==> config.mk <==
export PLATFORM = sky130hd
export DESIGN_NAME = ppb_mul
export DESIGN_NICKNAME = d
export VERILOG_FILES = /design/src/rtl/premultiplied_pixel_blend_top_macros.svh /design/src/rtl/ppb_pkg.sv /design/src/rtl/ppb_mul.sv
export SDC_FILE = /design/constraint.sdc
export NUM_CORES = 1
export LEC_CHECK = 0
export BUFFER_PORTS_ARGS = -buffer_cell sky130_fd_sc_hd__buf_2
export CAP_MARGIN = 10
export CORE_UTILIZATION = 57
export DETAILED_ROUTE_END_ITERATION = 10
export PLACE_DENSITY_LB_ADDON = 0.2
export SLEW_MARGIN = 0
export SYNTH_ARGS = -nofsm -noshare
export SYNTH_HDL_FRONTEND = slang
export SYNTH_SLANG_ARGS = --single-unit
==> constraint.sdc <==
create_clock -name i_clk -period 6 [get_ports i_clk]
set_input_delay 1.2 -clock i_clk [delete_from_list [all_inputs] [get_ports i_clk]]
set_output_delay 1.2 -clock i_clk [all_outputs]
set_load 0.02 [all_outputs]
==> src/rtl/premultiplied_pixel_blend_top_macros.svh <==
// Assertion macros for the pixel blend block
`ifndef PREMULTIPLIED_PIXEL_BLEND_TOP_MACROS_SVH
`define PREMULTIPLIED_PIXEL_BLEND_TOP_MACROS_SVH
`ifndef SYNTHESIS
`define PPB_ASSERT_IMPL(label, clk, rst_n, ante, cons) \
    label: assert property (@(posedge clk) disable iff (!rst_n) (ante) |-> (cons)) \
        else $error("assertion failed");
`define PPB_ASSERT_NEXT(label, clk, rst_n, ante, cons) \
    label: assert property (@(posedge clk) disable iff (!rst_n) (ante) |=> (cons)) \
        else $error("assertion failed");
`else
`define PPB_ASSERT_IMPL(label, clk, rst_n, ante, cons)
`define PPB_ASSERT_NEXT(label, clk, rst_n, ante, cons)
`endif
`endif

==> src/rtl/ppb_pkg.sv <==
package ppb_pkg;
    localparam int unsigned ModeW = 5;
    localparam int unsigned ChW = 8;

    typedef enum logic [4:0] {
        M_DSTOVER = 5'd0, M_SRCIN = 5'd1, M_DSTIN = 5'd2, M_SRCOUT = 5'd3,
        M_DSTOUT = 5'd4, M_SRCATOP = 5'd5, M_DSTATOP = 5'd6, M_XOR = 5'd7,
        M_PLUS = 5'd8, M_MODULATE = 5'd9, M_SCREEN = 5'd10, M_OVERLAY = 5'd11,
        M_DARKEN = 5'd12, M_LIGHTEN = 5'd13, M_HARDLIGHT = 5'd14,
        M_DIFFERENCE = 5'd15, M_EXCLUSION = 5'd16, M_MULTIPLY = 5'd17
    } t_mode;

    localparam logic [1:0] RegBlendMode = 2'd0;

    // Product terms for one channel, registered after stage 1
    typedef struct packed {
        logic [15:0] p_sd;   // sc*da
        logic [15:0] p_ds;   // dc*sa
        logic [15:0] p_sc;   // sc*dc
        logic [15:0] p_sa;   // sa*da
        logic [15:0] p_sx;   // sc*(255-da)
        logic [15:0] p_dx;   // dc*(255-sa)
        logic [16:0] p_s1;   // sc*(da+1)
        logic [16:0] p_s2;   // sc*(256-da)
        logic [16:0] p_d1;   // dc*(sa+1)
        logic [16:0] p_d2;   // dc*(256-sa)
    } t_prod;

    // Rounded divide by 255 as the 16-bit wrapped form
    function automatic logic [7:0] div255(input logic [15:0] x);
        logic [15:0] a;
        logic [15:0] b;
        a = x + 16'd128;
        b = a + {8'd0, a[15:8]};
        return b[15:8];
    endfunction

    function automatic logic [7:0] clamp_div(input logic signed [19:0] v);
        if (v <= 20'sd0) return 8'd0;
        if (v >= 20'sd65025) return 8'd255;
        return div255(v[15:0]);
    endfunction
endpackage

==> src/rtl/ppb_mul.sv <==
// Stage 1: all products of one channel
module ppb_mul (
    input  logic                 i_clk,
    input  logic [7:0]           i_sc,
    input  logic [7:0]           i_dc,
    input  logic [7:0]           i_sa,
    input  logic [7:0]           i_da,
    output ppb_pkg::t_prod       o_prod
);
    import ppb_pkg::*;
    t_prod n_prod;
    t_prod r_prod;

    always_comb begin
        n_prod.p_sd = i_sc * i_da;
        n_prod.p_ds = i_dc * i_sa;
        n_prod.p_sc = i_sc * i_dc;
        n_prod.p_sa = i_sa * i_da;
        n_prod.p_sx = i_sc * (8'd255 - i_da);
        n_prod.p_dx = i_dc * (8'd255 - i_sa);
        n_prod.p_s1 = {9'd0, i_sc} * ({9'd0, i_da} + 17'd1);
        n_prod.p_s2 = {9'd0, i_sc} * (17'd256 - {9'd0, i_da});
        n_prod.p_d1 = {9'd0, i_dc} * ({9'd0, i_sa} + 17'd1);
        n_prod.p_d2 = {9'd0, i_dc} * (17'd256 - {9'd0, i_sa});
    end

    // Hold products for the next stage
    always_ff @(posedge i_clk) begin
        r_prod <= n_prod;
    end
    assign o_prod = r_prod;
endmodule

==> Implementation_results.wiki <==
{| class="wikitable"
! Metric !! Value
|-
| Pre-antenna DRT Iters || 5
|-
| Share of async-settable or async-resettable flops after synthesis || 0
|-
| Setup Fix Bufs, Post-CTS || 0
|-
| Type of origin of the critical path || primary input
|-
| Clock period minus final worst setup slack || 5.65 ns
|-
| Number of global-route vias before repair || 20427
|-
| Power density relative to cell area || 349 nW/um^2
|-
| Master cell of the clock root buffer || sky130_fd_sc_hd__clkbuf_16
|-
| Kind of end point of the critical path || register
|-
| Area taken by multi-input logic gates || 19700 um^2
|-
| Final weighted congestion of routability-driven global placement || 0.899
|-
| DRC violation total after the first TritonRoute iteration || 1101
|-
| DIE AREA || 45700 um^2
|-
| Number of fillers in the final layout || 3738
|-
| Share of post-route cells with drive strength above 1 || 0.117
|-
| Seq. cell area || 3200 um^2
|-
| TritonCTS clock tree || done
|-
| Share of the synthesized area in the top cell type || 0.304
|-
| Reported max-cap violation count || 0
|-
| Post-route cell area || 28300 um^2
|-
| Total routing resource utilization after global routing || 0.277
|-
| Total Routed Length || 58.9 mm
|-
| Vias post-DR || 19305
|-
| RSZ-0062 raised after global routing || no
|-
| Post-synthesis sequential area ratio || 0.125
|-
| Post-Synthesis Cells || 2851
|-
| Antenna violations before repair || 2
|-
| DR WL/cell || 16.1 um
|-
| Hold Crit Endpoint || o_prod[17]$_DFF_P_
|-
| Required time reported for the critical path endpoint || 6.44 ns
|-
| Final cycle utilization of the critical path || 0.942
|-
| Peak clock frequency supported by timing || 0.177 GHz
|-
| Num CTS Buffers || 17
|-
| Kind of critical path || in2reg
|-
| Critical Path Start || i_da[0]
|-
| Peak supply drop || 0.000345 V
|-
| Arrival time of data at the critical path endpoint || 6.09 ns
|-
| Clock Tree Buf Depth || 2
|-
| Transition time at the pin with the least slew margin || 0.764 ns
|-
| EDFF count, synth || 0
|-
| Synthesized area divided by synthesized cell count || 8.96 um^2
|-
| Total chip power || 9.87 mW
|-
| Via-to-Cell Ratio || 5.26
|-
| Cell taking the most area after synthesis || sky130_fd_sc_hd__fa_1
|-
| Worst Hold Launch || i_sa[0]
|-
| Die boundary width || 214 um
|-
| Result of the run || finished, final reports clean
|-
| Wire length of the first global-routing pass || 99.3 mm
|-
| Post-route antenna net violation count || 0
|-
| Number of nets in the final layout || 3863
|-
| Clock transition at the registers of the reported paths || 0.07 ns
|-
| Synth top cells by count || sky130_fd_sc_hd__inv_1 (586), sky130_fd_sc_hd__fa_1 (388), sky130_fd_sc_hd__ha_1 (378)
|-
| HPWL reported at the end of detailed placement || 47.8 mm
|-
| Most used flip-flop cell after synthesis || sky130_fd_sc_hd__dfxtp_1
|-
| Fin. max-slew vios || 0
|-
| Number of nets in the synthesized netlist || 3650
|-
| Area added between synthesis and finish || 10.7%
|-
| Post-route insts no fill || 3670
|-
| Final setup violation count || 0
|-
| Number of placement rows || 77
|-
| Type of the worst min-delay path || in2reg
|-
| Placeable core region || 44200 um^2
|-
| Total of warnings raised by yosys || 0
|-
| Max_slew headroom || 0.487
|-
| DRC viols || 0
|-
| Number of top-level pins || 197
|-
| Netlist area before placement || 25500 um^2
|-
| Number of stages on the worst hold path || 3
|-
| Flip-flop count of the largest register, all copies and words added || 160
|-
| Total cell area at the placement stage || 27700 um^2
|-
| Count of final hold-check violations || 0
|-
| Starting density of the core || 0.578
|-
| Quantity of I/O buffers inserted on ports || 196
|-
| Largest net degree at the start of global routing || 35
|-
| Total overflow reported by the global router || 0
|-
| Vert. Die Dim || 214 um
|-
| Static leakage || 15.2 nW
|-
| Leading cell type by number of instances after synthesis || sky130_fd_sc_hd__inv_1
|-
| Number of unique standard cell types used by synthesis || 59
|-
| Max Fanout on Critical Path || 5
|-
| Flip-flop and latch count after synthesis || 160
|-
| Final total negative setup slack || 0 ns
|-
| Placed cell count || 3637
|-
| Clock sink count || 160
|-
| Max H-tree Level || 4
|-
| Dominant cells by area after synthesis || sky130_fd_sc_hd__fa_1 (30%), sky130_fd_sc_hd__ha_1 (19%), sky130_fd_sc_hd__dfxtp_1 (13%)
|}
==> cells in the final DEF (no fill, tap or decap), types with 34 or more instances in the layout <==
cell / count
sky130_fd_sc_hd__buf_2: 196
sky130_fd_sc_hd__fa_1: 388
sky130_fd_sc_hd__nor2b_1: 144
sky130_fd_sc_hd__a21oi_1: 71
sky130_fd_sc_hd__xnor2_1: 88
sky130_fd_sc_hd__xor2_1: 34
sky130_fd_sc_hd__dfxtp_1: 160
sky130_fd_sc_hd__o21ai_0: 55
sky130_fd_sc_hd__ha_1: 378
sky130_fd_sc_hd__buf_4: 113
sky130_fd_sc_hd__inv_1: 586
sky130_fd_sc_hd__nor2_1: 70
sky130_fd_sc_hd__nand2_1: 252
sky130_fd_sc_hd__and2_1: 264
sky130_fd_sc_hd__nand2b_1: 45
==> critical path: stages <==
cell and delay, ns:
sky130_fd_sc_hd__buf_2 0.11, sky130_fd_sc_hd__inv_1 0.07, sky130_fd_sc_hd__ha_1 0.18, sky130_fd_sc_hd__nand2_1 0.10, sky130_fd_sc_hd__or3_1 0.37, sky130_fd_sc_hd__xor2_1 0.37, sky130_fd_sc_hd__buf_4 0.21, sky130_fd_sc_hd__and2_1 0.15
sky130_fd_sc_hd__fa_1 0.45, sky130_fd_sc_hd__fa_1 0.51, sky130_fd_sc_hd__fa_1 0.50, sky130_fd_sc_hd__inv_1 0.05, sky130_fd_sc_hd__fa_1 0.47, sky130_fd_sc_hd__inv_1 0.04, sky130_fd_sc_hd__ha_1 0.20, sky130_fd_sc_hd__or3_1 0.38
sky130_fd_sc_hd__o21ba_2 0.22, sky130_fd_sc_hd__or4_1 0.41, sky130_fd_sc_hd__nand4_1 0.10
==> stage by stage <==
stage,utilization,worst slack (ns),hold slack [ns]
finish,0.640,0.350,1.10
global route,0.640,0.111,1.09
CTS,0.639,0.327,1.08
detailed placement,0.626,-0.161,1.61
global placement,0.626,-0.0246,1.60
floorplan,-,0.0935,1.39
==> final cells by class <==
| cell class | count | share of cell area |
|---|---|---|
| Inverter | 588 | 0.0780 |
| Clock inverter | 15 | 0.00531 |
| Tap cell | 592 | 0.0262 |
| Antenna cell | 1 | 0.0000885 |
| Sequential cell | 160 | 0.113 |
| Clock buffer | 17 | 0.0150 |
| Timing Repair Buffer | 311 | 0.0661 |
| Multi-Input combinational cell | 1986 | 0.696 |
==> cells by family after synthesis <==
| logic type | Yosys count | synth area share |
|---|---|---|
| AOI/OAI and AO/OA | 250 | 0.0633 |
| xor gates and xnor gates | 123 | 0.0422 |
| adders and majority gates | 766 | 0.489 |
| buffers and inverters | 705 | 0.104 |
| DFF | 160 | 0.125 |
| muxes | 1 | 0.000441 |
| and+or+nand+nor | 846 | 0.175 |
==> power breakdown <==
group	switching [mW]	total (mW)	internal, mW
registers	0.123	1.71	1.58
clock network	0.524	1.11	0.582
logic	4.06	7.06	2.99
==> repair_timing <==
item | 4_1_cts | 5_1_grt
endpoints found under the hold margin | 0 | 0
gates resized for setup | 0 | 1
endpoints found under the setup margin | 0 | 1
hold buffers | 0 | 0
==> layer usage <==
layer | track usage | part of all wire | up-vias
met5 | 0 | 0.00022 | -
met1 | 0.370 | 0.45 | 9597
met3 | 0.0477 | 0.054 | 76
li1 | - | - | 9138
met4 | 0.0985 | 0.024 | 2
met2 | 0.454 | 0.47 | 492
==> worst max path at each step <==
stage / end / slack [ns] / depth (start not counted)
floorplan: o_prod[16]$_DFF_P_ / 0.09 / 21
global placement: o_prod[16]$_DFF_P_ / -0.02 / 21
detailed placement: o_prod[12]$_DFF_P_ / -0.16 / 21
CTS: o_prod[15]$_DFF_P_ / 0.33 / 21
global route: o_prod[48]$_DFF_P_ / 0.11 / 20
finish: o_prod[48]$_DFF_P_ / 0.35 / 19
No activity file was read; power rests on OpenSTA's default activity.
