`src/rtl/premultiplied_pixel_blend_top_macros.svh`:
```
// Assertion macros for the pixel blend block
`ifndef PREMULTIPLIED_PIXEL_BLEND_TOP_MACROS_SVH
`define PREMULTIPLIED_PIXEL_BLEND_TOP_MACROS_SVH
`ifndef SYNTHESIS
`define PPB_ASSERT_IMPL(label, clk, rst_n, ante, cons) \
    label: assert property (@(posedge clk) disable iff (!rst_n) (ante) |-> (cons)) \
        else $error("assertion failed");
`define PPB_ASSERT_NEXT(label, clk, rst_n, ante, cons) \
    label: assert property (@(posedge clk) disable iff (!rst_n) (ante) |=> (cons)) \
        else $error("assertion failed");
`else
`define PPB_ASSERT_IMPL(label, clk, rst_n, ante, cons)
`define PPB_ASSERT_NEXT(label, clk, rst_n, ante, cons)
`endif
`endif

```
`src/rtl/ppb_pkg.sv`:
```
package ppb_pkg;
    localparam int unsigned ModeW = 5;
    localparam int unsigned ChW = 8;

    typedef enum logic [4:0] {
        M_DSTOVER = 5'd0, M_SRCIN = 5'd1, M_DSTIN = 5'd2, M_SRCOUT = 5'd3,
        M_DSTOUT = 5'd4, M_SRCATOP = 5'd5, M_DSTATOP = 5'd6, M_XOR = 5'd7,
        M_PLUS = 5'd8, M_MODULATE = 5'd9, M_SCREEN = 5'd10, M_OVERLAY = 5'd11,
        M_DARKEN = 5'd12, M_LIGHTEN = 5'd13, M_HARDLIGHT = 5'd14,
        M_DIFFERENCE = 5'd15, M_EXCLUSION = 5'd16, M_MULTIPLY = 5'd17
    } t_mode;

    localparam logic [1:0] RegBlendMode = 2'd0;

    // Product terms for one channel, registered after stage 1
    typedef struct packed {
        logic [15:0] p_sd;   // sc*da
        logic [15:0] p_ds;   // dc*sa
        logic [15:0] p_sc;   // sc*dc
        logic [15:0] p_sa;   // sa*da
        logic [15:0] p_sx;   // sc*(255-da)
        logic [15:0] p_dx;   // dc*(255-sa)
        logic [16:0] p_s1;   // sc*(da+1)
        logic [16:0] p_s2;   // sc*(256-da)
        logic [16:0] p_d1;   // dc*(sa+1)
        logic [16:0] p_d2;   // dc*(256-sa)
    } t_prod;

    // Rounded divide by 255 as the 16-bit wrapped form
    function automatic logic [7:0] div255(input logic [15:0] x);
        logic [15:0] a;
        logic [15:0] b;
        a = x + 16'd128;
        b = a + {8'd0, a[15:8]};
        return b[15:8];
    endfunction

    function automatic logic [7:0] clamp_div(input logic signed [19:0] v);
        if (v <= 20'sd0) return 8'd0;
        if (v >= 20'sd65025) return 8'd255;
        return div255(v[15:0]);
    endfunction
endpackage

```
`src/rtl/ppb_comb.sv`:
```
// Stages 2 and 3: build the signed term, then divide, clamp and select
module ppb_comb (
    input  logic                 i_clk,
    input  logic                 i_alpha,
    input  logic [4:0]           i_mode,
    input  ppb_pkg::t_prod       i_prod,
    input  logic [7:0]           i_sc,
    input  logic [7:0]           i_dc,
    input  logic [7:0]           i_sa,
    input  logic [7:0]           i_da,
    output logic [7:0]           o_res
);
    import ppb_pkg::*;

    logic signed [19:0] n_v;
    logic               n_clamp;
    logic [7:0]         n_direct;
    logic [15:0]        n_da;
    logic [15:0]        n_db;
    logic [8:0]         n_base;
    logic [1:0]         n_op;
    logic signed [19:0] r_v;
    logic               r_clamp;
    logic [7:0]         r_direct;
    logic [15:0]        r_da;
    logic [15:0]        r_db;
    logic [8:0]         r_base;
    logic [1:0]         r_op;
    logic [7:0]         n_res;
    logic [7:0]         r_res;

    localparam logic [1:0] OpDirect = 2'd0;
    localparam logic [1:0] OpAdd2 = 2'd1;   // div(a)+div(b)
    localparam logic [1:0] OpSub1 = 2'd2;   // base-div(a)
    localparam logic [1:0] OpDiff = 2'd3;   // base-2*div(a), clamped when r_clamp is set

    // Stage 2: form the term for the chosen mode
    always_comb begin
        logic signed [19:0] com;
        logic signed [19:0] sub;
        logic               low;
        logic [8:0]         sum;
        com = 20'sd255 * $signed({11'd0, ({1'b0, i_sc} + {1'b0, i_dc})});
        sub = $signed({4'd0, i_prod.p_sd}) + $signed({4'd0, i_prod.p_ds})
            - $signed({3'd0, i_prod.p_sc, 1'b0});
        sum = {1'b0, i_sc} + {1'b0, i_dc};
        low = 1'b0;
        n_v = '0;
        n_clamp = 1'b0;
        n_direct = i_dc;
        n_da = '0;
        n_db = '0;
        n_base = '0;
        n_op = OpDirect;
        if (i_alpha && i_mode >= M_OVERLAY && i_mode <= M_MULTIPLY) begin
            n_op = OpSub1; n_base = sum; n_da = i_prod.p_sc;
        end else begin
            case (i_mode)
                M_DSTOVER: n_direct = i_dc + i_prod.p_s2[15:8];
                M_SRCIN: n_direct = i_prod.p_s1[15:8];
                M_DSTIN: n_direct = i_prod.p_d1[15:8];
                M_SRCOUT: n_direct = i_prod.p_s2[15:8];
                M_DSTOUT: n_direct = i_prod.p_d2[15:8];
                M_SRCATOP: begin
                    if (i_alpha) n_direct = i_da;
                    else begin n_op = OpAdd2; n_da = i_prod.p_sd; n_db = i_prod.p_dx; end
                end
                M_DSTATOP: begin
                    if (i_alpha) n_direct = i_sa;
                    else begin n_op = OpAdd2; n_da = i_prod.p_sx; n_db = i_prod.p_ds; end
                end
                M_XOR: begin
                    if (i_alpha) begin
                        n_op = OpDiff; n_base = sum; n_da = i_prod.p_sa;
                    end else begin
                        n_op = OpAdd2; n_da = i_prod.p_sx; n_db = i_prod.p_dx;
                    end
                end
                M_PLUS: n_direct = sum[8] ? 8'd255 : sum[7:0];
                M_MODULATE: begin n_op = OpAdd2; n_da = i_prod.p_sc; end
                M_SCREEN: begin n_op = OpSub1; n_base = sum; n_da = i_prod.p_sc; end
                M_OVERLAY, M_HARDLIGHT: begin
                    low = (i_mode == M_OVERLAY) ? ({i_dc, 1'b0} <= {1'b0, i_da})
                                                : ({i_sc, 1'b0} <= {1'b0, i_sa});
                    n_clamp = 1'b1;
                    n_v = low ? com - sub : com + sub - $signed({4'd0, i_prod.p_sa});
                end
                M_DARKEN, M_LIGHTEN: begin
                    n_op = OpSub1; n_base = sum;
                    if (i_mode == M_LIGHTEN)
                        n_da = (i_prod.p_sd > i_prod.p_ds) ? i_prod.p_ds : i_prod.p_sd;
                    else
                        n_da = (i_prod.p_sd < i_prod.p_ds) ? i_prod.p_ds : i_prod.p_sd;
                end
                M_DIFFERENCE: begin
                    n_op = OpDiff; n_base = sum; n_clamp = 1'b1;
                    n_da = (i_prod.p_sd < i_prod.p_ds) ? i_prod.p_sd : i_prod.p_ds;
                end
                M_EXCLUSION: begin
                    n_clamp = 1'b1;
                    n_v = com - $signed({3'd0, i_prod.p_sc, 1'b0});
                end
                M_MULTIPLY: begin
                    n_clamp = 1'b1;
                    n_v = $signed({4'd0, i_prod.p_sx}) + $signed({4'd0, i_prod.p_dx})
                        + $signed({4'd0, i_prod.p_sc});
                end
                default: n_direct = i_dc;
            endcase
        end
    end

    // Hold stage-2 terms
    always_ff @(posedge i_clk) begin
        r_v <= n_v;
        r_clamp <= n_clamp;
        r_direct <= n_direct;
        r_da <= n_da;
        r_db <= n_db;
        r_base <= n_base;
        r_op <= n_op;
    end

    // Stage 3: round, clamp and pick the channel value
    always_comb begin
        logic [7:0]        qa;
        logic signed [10:0] d;
        qa = div255(r_da);
        d = $signed({2'b0, r_base}) - $signed({2'b0, qa, 1'b0});
        n_res = r_direct;
        if (r_op == OpAdd2) n_res = qa + div255(r_db);
        else if (r_op == OpSub1) n_res = r_base[7:0] - qa;
        else if (r_op == OpDiff) begin
            if (!r_clamp) n_res = d[7:0];
            else if (d < 0) n_res = 8'd0;
            else if (d > 11'sd255) n_res = 8'd255;
            else n_res = d[7:0];
        end else if (r_clamp) n_res = clamp_div(r_v);
    end

    always_ff @(posedge i_clk) begin
        r_res <= n_res;
    end
    assign o_res = r_res;
endmodule

```
`config.mk`:
```
export PLATFORM = sky130hd
export DESIGN_NAME = ppb_comb
export DESIGN_NICKNAME = d
export VERILOG_FILES = /design/src/rtl/premultiplied_pixel_blend_top_macros.svh /design/src/rtl/ppb_pkg.sv /design/src/rtl/ppb_comb.sv
export SDC_FILE = /design/constraint.sdc
export NUM_CORES = 1
export LEC_CHECK = 0
export ABC_AREA = 0
export ABC_CLOCK_PERIOD_IN_PS = 17200
export BUFFER_PORTS_ARGS = -buffer_cell sky130_fd_sc_hd__buf_2
export CAP_MARGIN = 30
export CORE_ASPECT_RATIO = 0.9
export CORE_UTILIZATION = 65
export CTS_CLUSTER_DIAMETER = 50
export CTS_CLUSTER_SIZE = 40
export DETAILED_ROUTE_END_ITERATION = 6
export PLACE_DENSITY = 0.89
export SETUP_SLACK_MARGIN = 0.2
export SYNTH_ARGS = -nofsm -noshare
export SYNTH_HDL_FRONTEND = slang
export SYNTH_SLANG_ARGS = --single-unit
```
`constraint.sdc`:
```
create_clock -name i_clk -period 17.2 [get_ports i_clk]
set_input_delay 4.3 -clock i_clk [delete_from_list [all_inputs] [get_ports i_clk]]
set_output_delay 4.3 -clock i_clk [all_outputs]
set_load 0.05 [all_outputs]
```
==> reports/metrics.cfg <==
[logic_synthesis]
ys_async_sr_fraction = 0
ys_ff_latch = 80
synth_top_area_cell = ha_1
yosysMostFrequentCell = inv_1
syn_area_per_cell_um2 = 7.95
synth_area_leaders = ha_1 (20%), dfxtp_1 (11%), fa_1 (11%), inv_1 (6.5%), xnor2_1 (6.2%)
synth_top_area_share = 0.195
synth_edf_count = 0
ys.flop_type = dfxtp_1
synthesis.nets = 2309
ys_warn_count = 0
synth_commonest_cells = inv_1 (249), ha_1 (224), a21oi_1 (136)
ys_types = 84
ys_seq_area_frac = 0.112
synth_cells = 1805
netlist_area_um2 = 14400

[cts]
h-tree-depth = 3
clock_path_buffers = 2
cts_num_sinks = 80
post_cts_resized = 0
cts_buffers = 9
cts_tree = done
holdBufCountCts = 0
clockRootBuffer = clkbuf_16
postCtsSetupBuffers = 0
path_clk_slew_ns = 0.08
clk_latency_ns = 0.36

[global_route]
grt_max_degree = 53
grt_overflow = 0
grt_pass1_vias = 13900
grtUsageTotal = 0.417
antenna_found_initial = 11
grt_pass1_wl_mm = 72.4

[setup_path]
path_buf_inv = 7
cp_top_family = compound AO/OA/AOI/OAI gates
reg2reg_from = r_da[7]
worst_path_max_delay_cell = fa_1
crit_type = input pin to register
r2r_cells = 21
cp_common_cell = inv_1
max_stage_delay_ns = 0.60
crit_fanout = 8
ff2ff_setup_slack_ns = 11.45
cp.arrival_ns = 12.50
startpoint_type = input pin
timing.rr.end = o_res[5]
cp.required_ns = 17.48
endpoint_kind = register

[placement]
portBuffers = 174
gp_congestion = 1.08
dp_hpwl_mm = 38.9

[route]
wl_mm = 46.6
vias = 14600
avgRoutedWirePerCell_um = 20.5
ant_nets = 0
viasPerCell = 6.42
drc = 0
drtIter0Drc = 1874
first_pass_iters = 7

[worst_hold_path]
hold_depth = 3
worst_hold_path.endpoint = o_res[3]
min_path_type = register to register
min_from = r_direct[3]

[run]
drv_cap = 0

[outcome]
status = finished, final reports clean

[floorplan]
core_um2 = 21600
start_util = 0.664
rows = 51
die_w_um = 159
ios = 211
die_y_um = 143
fp.dieArea_um2 = 22700

[timing]
final_max_slew_viol_count = 0
tightest_slew_ns = 1.08
min_period_ns = 12.22
slew_headroom = 0.277
hold_viol = 0
period_share = 0.710
rsz0062_at_grt = no
setup_viol = 0
tns_ns = 0
skew_ns = 0.0120
fmax_mhz = 81.9

[final_layout]
fillers = 1672
layout-area-overhead-vs-synth_pct = 10.6
finalNetCount = 2467
drive_above_1_share = 0.115

==> state kept, by name (all words and copies together), names as in the netlist <==
| name | count |
|---|---|
| o_res | 8 |
| r_direct | 8 |
| r_base | 9 |
| r_db | 16 |
| r_op | 2 |
| r_clamp | 1 |
| r_da | 16 |
| r_v | 20 |
==> worst max-delay path by stage <==
stage            start       to  slack, ns  depth (start not counted)
6_report       i_dc[1]  r_v[18]       4.98                         34
5_1_grt        i_dc[1]  r_v[18]       4.50                         35
4_1_cts        i_dc[1]  r_v[18]       5.05                         35
3_3_place_gp   i_dc[1]  r_v[18]       4.99                         35
2_1_floorplan  i_sc[1]  r_v[18]       5.95                         34
3_5_place_dp   i_dc[1]  r_v[18]       4.70                         35
==> final cells by class <==
class	count	area, um^2	share of cell area
inverter	253	950	0.0598
antenna	11	27.5	0.00173
multi-input combinational	1434	11700	0.735
tap	291	364	0.0229
clock inverter	7	80.1	0.00505
clock buffer	9	225	0.0142
timing repair buffer	185	951	0.0599
sequential	80	1600	0.101
==> logic make-up (layout without fill, tap and decap cells) <==
family | count (synthesis) | count (layout) | synth area share
AOI/OAI and AO/OA | 522 | 522 | 0.248
xor gates and xnor gates | 166 | 166 | 0.103
adders and majority gates | 302 | 302 | 0.303
buffers and inverters | 291 | 454 | 0.0762
DFF | 80 | 80 | 0.112
muxes | 17 | 17 | 0.0131
other | 0 | 11 | 0
and+or+nand+nor | 427 | 427 | 0.145
==> metal layers <==
metal / part of all wire / GRT usage
met1: 0.41 / 0.556
met5: 0.00028 / 0
met4: 0.042 / 0.175
met2: 0.44 / 0.641
met3: 0.11 / 0.102
==> tightest hold or removal path: cells and delay by family (launching register included) <==
family             cells  cell delay (ns)
AOI/OAI and AO/OA      2             0.20
DFF                    1             0.33
and+or+nand+nor        1             0.14
==> cells in the final DEF, fill, tap and decap left out, types with 7 or more instances in the layout <==
| cell type | Yosys | routed |
|---|---|---|
| o21ai_1 | 28 | 28 |
| o211ai_1 | 10 | 10 |
| o31a_1 | 18 | 18 |
| a222oi_1 | 21 | 21 |
| nor2b_1 | 27 | 27 |
| inv_1 | 249 | 249 |
| a21o_1 | 56 | 56 |
| nand3_1 | 47 | 47 |
| o21ai_0 | 60 | 60 |
| or3_1 | 12 | 12 |
| a221oi_1 | 14 | 14 |
| o21a_1 | 16 | 16 |
| a211oi_1 | 15 | 14 |
| a211o_1 | 7 | 7 |
| a21oi_1 | 136 | 136 |
| mux2i_1 | 12 | 12 |
| buf_4 | 0 | 10 |
| buf_2 | 1 | 175 |
| and2_1 | 8 | 8 |
| a22oi_1 | 26 | 26 |
| nand2_1 | 103 | 103 |
| a221o_1 | 16 | 16 |
| fa_1 | 77 | 77 |
| ha_1 | 224 | 224 |
| xnor2_1 | 102 | 102 |
| dfxtp_1 | 80 | 80 |
| nor2_1 | 117 | 117 |
| diode_2 | 0 | 11 |
| xor2_1 | 61 | 61 |
| and3_1 | 14 | 14 |
| nand4_1 | 18 | 18 |
| clkbuf_16 | 0 | 9 |
| a31oi_1 | 15 | 15 |
| nor3_1 | 29 | 29 |
| o21bai_1 | 21 | 20 |
| o22ai_1 | 10 | 10 |
| nand2b_1 | 18 | 18 |
==> through the flow <==
stage	cell area, um^2	util	hold slack [ns]	setup WS (ns)	std cells
floorplan	14400	-	0.555	5.95	1805
global placement	15500	0.718	0.686	4.99	2241
detailed placement	15500	0.718	0.688	4.70	2242
CTS	15800	0.732	0.702	5.05	2258
global route	15900	0.734	0.736	4.50	2269
finish	15900	0.734	0.702	4.98	2270
Power is left out: the tool's default activity adds up to more than one toggle a clock period on the data nets, which glitch-free logic cannot reach.
